**src/design/b64d_pkg.sv**
```systemverilog
package b64d_pkg;

  localparam int unsigned QDEPTH = 4;
  localparam int unsigned QAW    = $clog2(QDEPTH);

  localparam logic [31:0] CNT_MAX   = 32'hFFFF_FFFF;
  localparam logic [5:0]  SEXT_PLUS  = 6'd62;
  localparam logic [5:0]  SEXT_SLASH = 6'd63;
  localparam logic [7:0]  DIGIT_OFS  = 8'd52;

  typedef struct packed {
    logic [2:0][7:0] bytes;
    logic [1:0]      nb;
    logic            last;
    logic [31:0]     total;
    logic            halted;
  } job_t;

  typedef struct packed {
    logic ok;
    logic [5:0] val;
  } sext_t;

  function automatic sext_t classify(input logic [7:0] c);
    sext_t r;
    logic [7:0] t;
    r = '{ok: 1'b1, val: 6'd0};
    t = 8'd0;
    case (c) inside
      ["A":"Z"]: begin
        t = c - 8'd65;
        r.val = t[5:0];
      end
      ["a":"z"]: begin
        t = c - 8'd97 + 8'd26;
        r.val = t[5:0];
      end
      ["0":"9"]: begin
        t = c - 8'd48 + DIGIT_OFS;
        r.val = t[5:0];
      end
      "+": r.val = SEXT_PLUS;
      "/": r.val = SEXT_SLASH;
      default: r.ok = 1'b0;
    endcase
    return r;
  endfunction

endpackage

```
**src/design/b64d_in_if.sv**
```systemverilog
interface b64d_in_if;
  logic       valid;
  logic       ready;
  logic [7:0] in_char;
  logic       in_last;

  modport source (output valid, output in_char, output in_last, input ready);
  modport sink (input valid, input in_char, input in_last, output ready);
endinterface

```
**src/design/b64d_out_if.sv**
```systemverilog
interface b64d_out_if;
  logic        valid;
  logic        ready;
  logic [7:0]  out_byte;
  logic        byte_valid;
  logic        stream_end;
  logic [31:0] total_count;
  logic        halted_flag;
  logic        run_last;

  modport source (output valid, output out_byte, output byte_valid, output stream_end,
                  output total_count, output halted_flag, output run_last, input ready);
  modport sink (input valid, input out_byte, input byte_valid, input stream_end,
                input total_count, input halted_flag, input run_last, output ready);
endinterface

```
**src/design/base64_stream_decoder_top.sv**
```systemverilog
// Base64 (standard alphabet) stream decoder. One character word is accepted per cycle
// whenever the four-entry job queue between the classifier front end and the output
// sequencer has room; the front end gathers groups of four characters and queues a job
// for each group that yields bytes and for each last-marked character. The back end sends
// one result word per cycle from its output register while the output is ready: up to
// three byte words per group and one closing word with the saturated byte count. The
// first result passes through the queue memory and then the output register after the
// character that causes it.
module base64_stream_decoder_top (
  input  logic        clk,
  input  logic        rst,
  b64d_in_if.sink     din,
  b64d_out_if.source  dout
);

  b64d_pkg::job_t job, head;
  logic           push, pop, full, empty;

  b64d_front u_front (
    .clk  (clk),
    .rst  (rst),
    .din  (din),
    .full (full),
    .push (push),
    .job  (job)
  );

  b64d_queue u_queue (
    .clk   (clk),
    .rst   (rst),
    .push  (push),
    .wdata (job),
    .pop   (pop),
    .head  (head),
    .full  (full),
    .empty (empty)
  );

  b64d_back u_back (
    .clk   (clk),
    .rst   (rst),
    .head  (head),
    .empty (empty),
    .pop   (pop),
    .dout  (dout)
  );

endmodule

```
**src/design/b64d_front.sv**
```systemverilog
module b64d_front (
  input  logic           clk,
  input  logic           rst,
  b64d_in_if.sink        din,
  input  logic           full,
  output logic           push,
  output b64d_pkg::job_t job
);

  logic [1:0]       pos, pos_next;
  logic [2:0][5:0]  sext, sext_next;
  logic             third_ok, third_ok_next;
  logic [1:0]       pb, pb_next;
  logic             halted, halted_next;
  logic [31:0]      count, count_next;
  logic [32:0]      sum;
  logic [1:0]       nb;
  logic             acc;
  b64d_pkg::sext_t  cls;

  assign din.ready = !full;
  assign acc       = din.valid && din.ready;
  assign cls       = b64d_pkg::classify(din.in_char);

  always_comb begin
    pos_next      = pos;
    sext_next     = sext;
    third_ok_next = third_ok;
    pb_next       = pb;
    halted_next   = halted;
    nb            = 2'd0;
    if (acc && !halted) begin
      if (pos != 2'd3) begin
        sext_next[pos] = cls.val;
        if (pos == 2'd2) begin
          third_ok_next = cls.ok;
        end else begin
          pb_next[pos[0]] = !cls.ok;
        end
        pos_next = pos + 2'd1;
      end else begin
        pos_next = 2'd0;
        if (|pb) begin
          halted_next = 1'b1;
        end else begin
          nb = third_ok ? (cls.ok ? 2'd3 : 2'd2) : 2'd1;
        end
        third_ok_next = 1'b0;
        pb_next       = 2'b00;
      end
    end
    sum        = {1'b0, count} + {31'd0, nb};
    count_next = sum[32] ? b64d_pkg::CNT_MAX : sum[31:0];

    job.bytes[0] = {sext[0], sext[1][5:4]};
    job.bytes[1] = {sext[1][3:0], sext[2][5:2]};
    job.bytes[2] = {sext[2][1:0], cls.val};
    job.nb       = nb;
    job.last     = din.in_last;
    job.total    = count_next;
    job.halted   = halted_next;
    push         = acc && ((nb != 2'd0) || din.in_last);

    if (acc && din.in_last) begin
      pos_next      = 2'd0;
      sext_next     = '0;
      third_ok_next = 1'b0;
      pb_next       = 2'b00;
      halted_next   = 1'b0;
      count_next    = 32'd0;
    end
  end

  always_ff @(posedge clk) begin
    if (rst) begin
      pos      <= 2'd0;
      sext     <= '0;
      third_ok <= 1'b0;
      pb       <= 2'b00;
      halted   <= 1'b0;
      count    <= 32'd0;
    end else if (acc) begin
      pos      <= pos_next;
      sext     <= sext_next;
      third_ok <= third_ok_next;
      pb       <= pb_next;
      halted   <= halted_next;
      count    <= count_next;
    end
  end

endmodule

```
**src/design/b64d_queue.sv**
```systemverilog
module b64d_queue (
  input  logic           clk,
  input  logic           rst,
  input  logic           push,
  input  b64d_pkg::job_t wdata,
  input  logic           pop,
  output b64d_pkg::job_t head,
  output logic           full,
  output logic           empty
);

  b64d_pkg::job_t            mem [b64d_pkg::QDEPTH];
  logic [b64d_pkg::QAW-1:0]  wptr, rptr;
  logic [b64d_pkg::QAW:0]    cnt;

  assign full  = (cnt == (b64d_pkg::QAW+1)'(b64d_pkg::QDEPTH));
  assign empty = (cnt == '0);
  assign head  = mem[rptr];

  always_ff @(posedge clk) begin
    if (push) begin
      mem[wptr] <= wdata;
    end
  end

  always_ff @(posedge clk) begin
    if (rst) begin
      wptr <= '0;
      rptr <= '0;
      cnt  <= '0;
    end else begin
      if (push) begin
        wptr <= wptr + 1'b1;
      end
      if (pop) begin
        rptr <= rptr + 1'b1;
      end
      if (push && !pop) begin
        cnt <= cnt + 1'b1;
      end else if (pop && !push) begin
        cnt <= cnt - 1'b1;
      end
    end
  end

`ifndef SYNTHESIS
  a_no_overflow: assert property (@(posedge clk) disable iff (rst) push |-> !full)
    else $error("push into full queue");
  a_no_underflow: assert property (@(posedge clk) disable iff (rst) pop |-> !empty)
    else $error("pop from empty queue");
  a_cnt_bound: assert property (@(posedge clk) disable iff (rst)
      cnt <= (b64d_pkg::QAW+1)'(b64d_pkg::QDEPTH))
    else $error("queue count out of range");
  a_cnt_grow: assert property (@(posedge clk) disable iff (rst)
      (push && !pop) |=> (cnt == $past(cnt) + 1'b1))
    else $error("queue count did not grow on push");
`endif

endmodule

```
**src/design/b64d_back.sv**
```systemverilog
module b64d_back (
  input  logic           clk,
  input  logic           rst,
  input  b64d_pkg::job_t head,
  input  logic           empty,
  output logic           pop,
  b64d_out_if.source     dout
);

  logic [1:0]  idx;
  logic [2:0]  n;
  logic        step, is_last, is_byte;
  logic [7:0]  sel;

  logic        ov;
  logic [7:0]  ob;
  logic        obv, oend, ohalt, orl;
  logic [31:0] ocnt;

  assign n       = {1'b0, head.nb} + {2'b00, head.last};
  assign step    = !empty && (!ov || dout.ready);
  assign is_last = ({1'b0, idx} == (n - 3'd1));
  assign is_byte = (idx < head.nb);
  assign pop     = step && is_last;

  always_comb begin
    case (idx)
      2'd0:    sel = head.bytes[0];
      2'd1:    sel = head.bytes[1];
      2'd2:    sel = head.bytes[2];
      default: sel = 8'd0;
    endcase
  end

  always_ff @(posedge clk) begin
    if (rst) begin
      idx <= 2'd0;
      ov  <= 1'b0;
    end else begin
      if (step) begin
        idx <= is_last ? 2'd0 : idx + 2'd1;
        ov  <= 1'b1;
      end else if (dout.ready) begin
        ov  <= 1'b0;
      end
    end
  end

  always_ff @(posedge clk) begin
    if (step) begin
      ob    <= is_byte ? sel : 8'd0;
      obv   <= is_byte;
      oend  <= !is_byte;
      ocnt  <= is_byte ? 32'd0 : head.total;
      ohalt <= head.halted;
      orl   <= is_last;
    end
  end

  assign dout.valid       = ov;
  assign dout.out_byte    = ob;
  assign dout.byte_valid  = obv;
  assign dout.stream_end  = oend;
  assign dout.total_count = ocnt;
  assign dout.halted_flag = ohalt;
  assign dout.run_last    = orl;

endmodule
```
**src/flat_wrapper.sv**
```systemverilog
// flat-port wrapper written by rule: the top's interface ports become plain ports
module base64_stream_decoder_top_flat 
  (clk, rst, din_valid, din_in_char, din_in_last, din_ready, dout_valid, dout_out_byte, dout_byte_valid, dout_stream_end, dout_total_count, dout_halted_flag, dout_run_last, dout_ready);
  b64d_in_if din_i ();
  b64d_out_if dout_i ();
  input  logic clk;
  input  logic rst;
  input wire logic [$bits(din_i.valid)-1:0] din_valid;
  input wire logic [$bits(din_i.in_char)-1:0] din_in_char;
  input wire logic [$bits(din_i.in_last)-1:0] din_in_last;
  output wire logic [$bits(din_i.ready)-1:0] din_ready;
  output wire logic [$bits(dout_i.valid)-1:0] dout_valid;
  output wire logic [$bits(dout_i.out_byte)-1:0] dout_out_byte;
  output wire logic [$bits(dout_i.byte_valid)-1:0] dout_byte_valid;
  output wire logic [$bits(dout_i.stream_end)-1:0] dout_stream_end;
  output wire logic [$bits(dout_i.total_count)-1:0] dout_total_count;
  output wire logic [$bits(dout_i.halted_flag)-1:0] dout_halted_flag;
  output wire logic [$bits(dout_i.run_last)-1:0] dout_run_last;
  input wire logic [$bits(dout_i.ready)-1:0] dout_ready;
  assign din_i.valid = din_valid;
  assign din_i.in_char = din_in_char;
  assign din_i.in_last = din_in_last;
  assign din_ready = din_i.ready;
  assign dout_valid = dout_i.valid;
  assign dout_out_byte = dout_i.out_byte;
  assign dout_byte_valid = dout_i.byte_valid;
  assign dout_stream_end = dout_i.stream_end;
  assign dout_total_count = dout_i.total_count;
  assign dout_halted_flag = dout_i.halted_flag;
  assign dout_run_last = dout_i.run_last;
  assign dout_i.ready = dout_ready;
  base64_stream_decoder_top u_core (.clk(clk), .rst(rst), .din(din_i), .dout(dout_i));
endmodule
```
**config.mk**
```make
export PLATFORM = sky130hd
export DESIGN_NAME = base64_stream_decoder_top_flat
export DESIGN_NICKNAME = d
export VERILOG_FILES = /design/src/design/b64d_pkg.sv /design/src/design/b64d_in_if.sv /design/src/design/b64d_out_if.sv /design/src/design/base64_stream_decoder_top.sv /design/src/design/b64d_front.sv /design/src/design/b64d_queue.sv /design/src/design/b64d_back.sv /design/src/flat_wrapper.sv
export SDC_FILE = /design/constraint.sdc
export NUM_CORES = 1
export LEC_CHECK = 0
export ABC_AREA = 1
export BUFFER_PORTS_ARGS = -buffer_cell sky130_fd_sc_hd__buf_2
export CAP_MARGIN = 40
export CORE_MARGIN = 5
export CORE_UTILIZATION = 50
export CTS_BUF_LIST = sky130_fd_sc_hd__clkbuf_8
export CTS_CLUSTER_DIAMETER = 50
export DETAILED_ROUTE_END_ITERATION = 10
export HOLD_SLACK_MARGIN = 0.03
export PLACE_DENSITY = 0.71
export SYNTH_ARGS = -nofsm -noshare
export SYNTH_HDL_FRONTEND = slang
export SYNTH_SLANG_ARGS = --single-unit
```
**constraint.sdc**
```tcl
create_clock -name clk -period 5.61 [get_ports clk]
set_clock_uncertainty 0.1 [all_clocks]
set_input_delay 0.561 -clock clk [delete_from_list [all_inputs] [get_ports clk]]
set_output_delay 0.561 -clock clk [all_outputs]
set_load 0.03 [all_outputs]
```
# Yosys cells after proc, flatten, opt, wreduce, memory -nomap -nowiden
# Memories as Yosys holds them, arrays and structs flattened. A register that Yosys moved wholly into a read port is not among the register bits.
# Cells that the tools add are included.
dict set report word_totals {
  reg_bits 110
  mem_bits_rw 240
  inputBits 13
  output_inout_bits 46
  word_cells 141
  n_memories 1
}
# name depth word_bits rd rd_ports_with_merged_regs wr line
set memory_table {}
lappend memory_table {u_core.u_queue.mem 4 60 1 1 1 b64d_queue.sv:12} ;# b64d_pkg::job_t mem [b64d_pkg::QDEPTH];
dict set report classes {
  add_sub_neg 14
  n_lt_le_gt_ge 11
  n_eq_ne 10
  muxes 51
  reduce_logical 35
}
# operator count
set op_table {}
lappend op_table {{32-bit 2-to-1 mux} 2}
lappend op_table {{18-bit 2-to-1 mux} 3}
lappend op_table {{6-bit 2-to-1 mux} 6}
lappend op_table {{32-bit by 2-bit adder with 33-bit output} 1}
lappend op_table {{2-bit 2-to-1 mux} 14}
lappend op_table {{8-bit case mux with 3 select lines} 1}
lappend op_table {{1-bit 2-to-1 mux} 19}
lappend op_table {{18-bit bitwise mux} 1}
lappend op_table {{8-bit by 6-bit == test with 1-bit output (second input constant)} 2}
lappend op_table {{8-bit by 7-bit greater-or-equal comparator with 1-bit output (second input constant)} 2}
lappend op_table {{8-bit by 7-bit <= comparator with 1-bit output (second input constant)} 2}
lappend op_table {{1-bit logical AND} 13}
lappend op_table {{6-bit demux with 2-bit select} 1}
lappend op_table {{6-bit subtractor (second input constant)} 2}
lappend op_table {{2-bit nonzero test} 5}
lappend op_table {{3-bit AND reduction} 3}
lappend op_table {{2-bit by 1-bit adder with 2-bit output (second input constant)} 4}
lappend op_table {{8-bit by 6-bit greater-or-equal comparator with 1-bit output (second input constant)} 1}
lappend op_table {{8-bit by 6-bit <= comparator with 1-bit output (second input constant)} 1}
lappend op_table {{1-bit zero test} 8}
lappend op_table {{6-bit by 5-bit adder with 6-bit output (second input constant)} 1}
lappend op_table {{6-bit adder (second input constant)} 1}
lappend op_table {{3-bit 2-to-1 mux} 2}
lappend op_table {{3-bit by 1-bit subtractor with 3-bit output (second input constant)} 2}
lappend op_table {{22 further kinds} 24}

# Longest topological paths before layout
# Gate-level depths: netlist (run 1).
dict set report depth {
  depth_word 18
  mapped_depth 28
  ltp_nobuf 28
}

# Modules after synthesis
# From an unflattened synthesis (run 1), not the netlist that was laid out.
dict set report unflattened {
  hier_cells 1510
  hier_area_um2 15753.9
}
# mod instances cells_each area_per_inst_um2 seq_area_each_um2
set modules_own_cells {}
lappend modules_own_cells {b64d_queue 1 638 9509.1 7387.1}
lappend modules_own_cells {b64d_front 1 673 4164.0 1121.1}
lappend modules_own_cells {b64d_back 1 199 2080.7 1381.3}

# Worst setup path after synthesis (run 1)
# OpenSTA, ideal clock, no wires.
dict set report synth_timing {
  path_kind {flip-flop to flip-flop}
  startpoint {register u_core.u_queue.cnt[0] (netlist name)}
  endpoint {memory u_core.u_queue.mem[0][0] (netlist name), enable pin}
  setup_time_ns 0.478
  arrival_ns 3.762
  required_time_ns 5.032
  slack_ns 1.270
  path_stages_with_launch 7
  n_path_buf 0
  period_less_slack_ns 4.340
  cell_sequence {dfxtp_1 > inv_2 > nand3_2 > nand2_2 > nor2_2 > a31oi_1 > nor2_1}
}
dict set report synth_between {
  elab_chain_cells 10
}
# item line
set synth_rtl {}
lappend synth_rtl {{start, declared} b64d_queue.sv:14} ;# logic [b64d_pkg::QAW:0] cnt;
lappend synth_rtl {{start signal, assigned} b64d_queue.sv:39} ;# cnt <= cnt + 1'b1;
lappend synth_rtl {{start signal, assigned} b64d_queue.sv:41} ;# cnt <= cnt - 1'b1;
lappend synth_rtl {{3-bit == test *} b64d_queue.sv:16} ;# assign full = (cnt == (b64d_pkg::QAW+1)'(b64d_pkg::QDEPTH));
lappend synth_rtl {{1-bit zero test *} b64d_front.sv:21} ;# assign din.ready = !full;
lappend synth_rtl {{net din_ready} flat_wrapper.sv:11} ;# output wire logic [$bits(din_i.ready)-1:0] din_ready;
lappend synth_rtl {{1-bit logical AND *} b64d_front.sv:22} ;# assign acc = din.valid && din.ready;
lappend synth_rtl {{1-bit logical AND} b64d_front.sv:32} ;# if (acc && !halted) begin
lappend synth_rtl {{2-bit 2-to-1 mux} b64d_front.sv:32}
lappend synth_rtl {{2-bit nonzero test} b64d_front.sv:62} ;# push = acc && ((nb != 2'd0) || din.in_last);
lappend synth_rtl {{1-bit logical OR} b64d_front.sv:62}
lappend synth_rtl {{1-bit logical AND *} b64d_front.sv:62}
lappend synth_rtl {{1-bit 2-to-1 mux *} b64d_queue.sv:21} ;# if (push) begin
lappend synth_rtl {{1-bit 2-to-1 mux (implied by the code) *} b64d_queue.sv:22} ;# mem[wptr] <= wdata;
lappend synth_rtl {{end, declared} b64d_queue.sv:12}
# Mark *: on every way through the listed nets, which the timed path passes. The rest lies on a longest branch.

==> run_results.csv, run 1 <==
group,metric,value,unit
cells_and_area,n_antenna_cell,0,
cells_and_area,area_growth,12.78,%
logic_synthesis,async_flop_share,0,%
logic_synthesis,synth_edf_count,284,
drt,vias,10889,
clocking,cts_setup_buffers,0,
logic_synthesis,synth_nets,1534,
grt,antenna_found_initial,0,
logic_synthesis,avgSynthCellArea,10.19,um^2
timing,timing.final.ws_setup,1.137,ns
logic_synthesis,ys_types,38,
clocking,clkTransAtPathRegs,0.06,ns
grt,grt_use_total,20.68,%
floorplanning,fp.dieH,184.3,um
logic_synthesis,synth_area_leader_cell,"edfxtp_1",
drt,first_iter_violations,1152,
floorplanning,die_width,184.3,um
clocking,cts-buffers-inserted,56,
placed_design,numPortBuffers,58,
clocking,clock-sinks,352,
clocking,clk_path_buf_depth,3,
floorplanning,io_pins,59,
timing,slew_headroom,44.17,%
floorplanning,dieArea,33980,um^2
drt,wire_per_inst,17.51,um
logic_synthesis,yosysWarningCount,0,
drt,via_per_inst,5.434,
grt,grt_pass1_vias,10474,
clocking,ctsResizeCount,0,
placed_design,place_ws,0.6288,ns
min_path,hold_path_class,"in2reg",
timing,period_needed,4.473,ns
timing,max_freq,223.5,MHz
timing,drv_slew,0,
clocking,hold_buffers,0,
logic_synthesis,ys_top_cells_by_area,"edfxtp_1 (56%), dfxtp_1 (9.0%), nand2_1 (7.0%)",
cells_and_area,num-nets-final,1611,
outcome,status,"finished, final reports clean",
clocking,root_buffer,"clkbuf_8",
grt,grt_max_degree,75,
timing,hold_violations,0,
worst_setup_path,critPathMaxFanout,32,
cells_and_area,layout_common_cells,"nand2_1 (284), edfxtp_1 (284), nor2_1 (262), a21oi_1 (113), inv_1 (95)",
pwr,total_power,7.586,mW
logic_synthesis,synth_top_cell_area_share,56.12,%
logic_synthesis,yosysSeqAreaShare,65.07,%
placed_design,dp_hpwl,21910,um
drt,ant_nets,0,
grt,overflow,0,
placed_design,globalplace.congestion,0.9211,
worst_setup_path,cp-end-kind,"flip-flop",
cells_and_area,drive_above_1_share,12.08,%
timing,finalCritPeriodShare,79.74,%
logic_synthesis,ys_ff_latch,352,
placed_design,place_area,16070,um^2
grt,grt_pass1_wl,55620,um
pwr,peakVddDrop,0.0005025,V
floorplanning,rows,63,
worst_setup_path,required,6.02,ns
timing,worst_pin_slew,0.8345,ns
drt,drt_wl_total,35090,um
logic_synthesis,synthCells,1491,
cells_and_area,design_area,17140,um^2
worst_setup_path,crit_arrival,4.88,ns
timing,tns,0,ns
timing,rsz0062_at_grt,"false",
timing,setup_violations,0,
worst_setup_path,critPathKind,"in2reg",
clocking,cts_tree,"built",
pwr,power.leakage,6.416,nW
floorplanning,core_area,29800,um^2
logic_synthesis,netlist_area,15200,um^2
drt,drcViolationCount,0,
clocking,htreeDepth,2,
logic_synthesis,ys.flop_type,"edfxtp_1",
job,max_cap_viol_count,0,
drt,drt-pass1-iter-count,5,
clocking,insertion_delay,0.58,ns
worst_setup_path,start_kind,"primary input",
floorplanning,initial_core_util,51.00,%
pwr,p_per_area,442.6,nW/um^2
path summary, 6_finish.rpt:
path / from / end / slack, ns / cells past startpoint
max: din_in_char[0] / u_core.u_front.count[8]$_SDFFE_PP0P_ / 1.14 / 26
min: din_in_last / u_core.u_queue.mem[2][33]$_DFFE_PP_ / 0.18 / 1
max reg2reg: u_core.u_queue.cnt[0]$_SDFFE_PP0P_ / u_core.u_front.count[8]$_SDFFE_PP0P_ / 1.79 / 18
min reg2reg: u_core.u_queue.rptr[1]$_SDFFE_PP0P_ / flip-flop / 0.36 / 2
report_power, final:
group	internal, mW	total [mW]	switching, mW	leakage (nW)
sequential	3.26	3.39	0.127	3.28
combinational	0.574	2.15	1.58	2.50
clock	1.07	2.05	0.974	0.633
per-stage QoR:
stage | utilization, % | hold WS, ns | std cells
floorplan | - | 0.3359 | 1491
global placement | 53.24 | 0.3444 | 1892
detailed placement | 53.93 | 0.3572 | 1900
CTS | 57.52 | 0.1460 | 2004
global route | 57.52 | 0.1508 | 2004
finish | 57.52 | 0.1822 | 2004
Yosys cell counts (2+ instances only):
library cell,n
buf_2,19
nor3_1,11
ha_1,28
buf_1,4
nand2_1,284
nand3b_1,15
o21ai_1,44
nand2_2,3
a21o_1,7
xnor2_1,4
a32o_1,2
nor2_4,2
fa_1,2
inv_1,73
a21oi_1,113
inv_2,17
nor3_2,2
edfxtp_1,284
o22ai_1,16
dfxtp_1,68
o21ai_0,94
a2111oi_0,2
nand3_1,61
nor2_1,267
nand4_1,7
nor2_2,5
xor2_1,11
clkbuf_1,36
critical path: stages:
cell     delay [ns]
buf_2          0.14
inv_1          0.13
ha_1           0.24
inv_1          0.08
nand2_1        0.05
nand2_1        0.11
nand2_1        0.07
nand3_1        0.19
nand2_1        0.15
nand2_1        0.10
nor2_1         0.07
nand2_1        0.07
nand3_1        0.07
nor2_1         0.32
ha_1           0.24
inv_1          0.05
fa_1           0.40
inv_1          0.07
nand2_1        0.09
nor2_4         0.18
nand2_1        0.17
nor2_2         0.17
nand2_2        0.51
nand3_1        0.43
nand2_1        0.08
a21oi_1        0.12
cell type report:
| type | instances | area, um^2 |
|---|---|---|
| Fill cell | 2507 | 12660 |
| Tap cell | 390 | 488.0 |
| Multi-Input combinational cell | 989 | 4755 |
| Inverter | 90 | 337.8 |
| Sequential cell | 352 | 9894 |
| Clock inverter | 45 | 259.0 |
| Clock buffer | 59 | 812.0 |
| Timing Repair Buffer | 79 | 593.1 |
registers in the layout, indices dropped and copies added (netlist names), 3 cells and up, named ones only:
register / flops
u_core.u_queue.mem: 240
u_core.u_queue.cnt: 3
u_core.u_back.dout.total_count: 32
u_core.u_front.job: 18
u_core.u_back.dout.out_byte: 8
u_core.u_front.count: 32
metal layers:
metal	up-vias	routed length, um	GRT usage (%)
li1	5271	-	-
met1	5149	15780	30.26
met2	411	15850	31.89
met3	58	2819	3.829
met4	0	644	6.034
met5	-	0	0
kinds of logic after synthesis:
logic type	count (synthesis)	share of synthesized area (%)
AND/OR/NAND/NOR	662	17.89
flip-flops	352	65.07
AO/OA/AOI/OAI	282	9.715
buffers and inverters	150	3.886
adder cells (fa/ha/maj)	30	2.569
XOR/XNOR	15	0.8644
Note: power is estimated with default switching activity, not from simulation.
==> run 2: changes to the inputs <==
Clock period 5.61 ns to 4.3 ns, I/O delays scaled along.
==> run_results.csv, run 2 (synthesis results as in run 1) <==
group,metric,value,unit
outcome,status,"finished, final reports clean",
timing,worst_pin_slew,0.8101,ns
cells_and_area,num-nets-final,1627,
cells_and_area,largest_register,"u_core.u_queue.mem",
worst_setup_path,cp-end-kind,"flip-flop",
timing,period_needed,3.755,ns
worst_setup_path,reg2reg_to,"u_core.u_queue.cnt[1]$_SDFFE_PP0P_",
timing,setup_violations,0,
floorplanning,io_pins,59,
pwr,p_per_area,576.4,nW/um^2
worst_setup_path,regToRegSetupSlack,0.74,ns
floorplanning,dieArea,33980,um^2
clocking,root_buffer,"clkbuf_8",
timing,drv_slew,0,
clocking,clkTransAtPathRegs,0.07,ns
timing,slew_headroom,46.00,%
timing,rsz0062_at_grt,"false",
worst_setup_path,required,4.71,ns
cells_and_area,largest_reg_flops,240,
drt,ant_nets,0,
floorplanning,rows,63,
placed_design,numPortBuffers,58,
timing,hold_violations,0,
min_path,whs_path_depth,6,
cells_and_area,utilization,57.76,%
floorplanning,fp.dieH,184.3,um
grt,grt_pass1_wl,56370,um
placed_design,globalplace.congestion,0.9120,
timing,max_freq,266.3,MHz
worst_setup_path,cp-endpoint,"u_core.u_front.count[10]$_SDFFE_PP0P_",
drt,wire_per_inst,17.57,um
min_path,hold_path_class,"in2reg",
grt,grt_pass1_vias,10585,
floorplanning,initial_core_util,51.00,%
clocking,clk_path_buf_depth,3,
cells_and_area,drive_above_1_share,13.44,%
grt,grt_use_total,20.94,%
timing,tns,0,ns
pwr,power.leakage,6.441,nW
clocking,htreeDepth,2,
clocking,cts-buffers-inserted,55,
clocking,insertion_delay,0.59,ns
pwr,total_power,9.920,mW
worst_setup_path,reg2reg_depth,14,
grt,antenna_found_initial,0,
worst_setup_path,crit_arrival,4.17,ns
clocking,ctsResizeCount,0,
timing,finalCritPeriodShare,87.33,%
worst_setup_path,critPathMaxFanout,19,
job,max_cap_viol_count,0,
drt,drt-pass1-iter-count,5,
placed_design,dp_hpwl,22040,um
grt,grt_max_degree,68,
drt,drcViolationCount,0,
drt,first_iter_violations,1065,
clocking,cts_tree,"built",
drt,drt_wl_total,35500,um
worst_setup_path,cp-startpoint,"din_in_char[2]",
cells_and_area,layout_common_cells,"nand2_1 (284), edfxtp_1 (284), nor2_1 (262), a21oi_1 (113), o21ai_0 (94)",
worst_setup_path,start_kind,"primary input",
floorplanning,die_width,184.3,um
floorplanning,core_area,29800,um^2
cells_and_area,n_antenna_cell,0,
grt,overflow,0,
drt,vias,10936,
clocking,clock-sinks,352,
worst_setup_path,critPathKind,"in2reg",
pwr,peakVddDrop,0.0008132,V
cells_and_area,area_growth,13.24,%
drt,via_per_inst,5.414,
==> run 2: where the power goes <==
group	switching, mW	internal, mW	leakage (nW)
combinational	2.06	0.727	2.55
sequential	0.170	4.25	3.28
clock	1.27	1.44	0.606
==> run 2: worst max-delay path, cell delays in order <==
cell     delay (ns)
buf_2          0.16
inv_1          0.13
ha_1           0.26
nand2_1        0.08
nand2_1        0.07
nand3_1        0.07
nand3_1        0.06
nand2_1        0.16
nand2_2        0.10
inv_2          0.09
nor2_1         0.07
nand2_1        0.06
nand3_1        0.07
nor2_1         0.30
ha_1           0.23
inv_1          0.05
fa_1           0.40
inv_1          0.07
nand2_1        0.10
nor2_4         0.17
nand2_1        0.16
nor2_2         0.17
nand2_2        0.08
buf_4          0.22
nand3_1        0.18
nand2_1        0.07
a21oi_1        0.15
==> run 2: per-layer routing <==
layer  vias to the layer above  track usage [%]  wire length (um)
met3                        43            3.316              2780
met4                         0            4.555               489
met1                      5217            30.79             15890
li1                       5293                -                 -
met2                       383            33.28             16340
met5                         -                0                 0
==> run 2: how the worst min path moves through the flow <==
| stage | from | to | slack (ns) |
|---|---|---|---|
| 6_report | dout_ready | u_core.u_back.dout.valid$_SDFFE_PP0P_ | 0.1 |
| 5_1_grt | dout_ready | u_core.u_back.dout.valid$_SDFFE_PP0P_ | 0.11 |
| 4_1_cts | dout_ready | u_core.u_back.dout.valid$_SDFFE_PP0P_ | 0.08 |
| 3_5_place_dp | u_core.u_queue.rptr[1]$_SDFFE_PP0P_ | flip-flop | 0.36 |
| 3_3_place_gp | u_core.u_queue.rptr[1]$_SDFFE_PP0P_ | flip-flop | 0.34 |
| 2_1_floorplan | u_core.u_queue.rptr[1]$_SDFFE_PP0P_ | flip-flop | 0.34 |
==> run 2: what timing repair did <==
item	in CTS	in global routing
buffers inserted	0	0
hold buffers	1	0
endpoints found under the setup margin	0	0
endpoints found under the hold margin	4	0
==> run 2: through the flow <==
step	instance area, um^2	cells	hold slack (ns)	setup WS [ns]
6_report	17210	2020	0.09899	0.5449
5_1_grt	17210	2020	0.1083	0.1601
2_1_floorplan	15200	1491	0.3359	-0.03993
4_1_cts	17210	2020	0.07837	0.5732
3_5_place_dp	16100	1916	0.3586	-0.03310
3_3_place_gp	16060	1914	0.3433	0.1483
==> run 2: area by class of cell <==
cell class | count | area, um^2
clock inverters | 35 | 162.7
inverters | 90 | 337.8
fillers | 2537 | 12590
flip-flops and latches | 352 | 9894
clock buffers | 68 | 935.9
well taps | 390 | 488.0
multi-input cells | 989 | 4750
repair buffers | 96 | 640.6
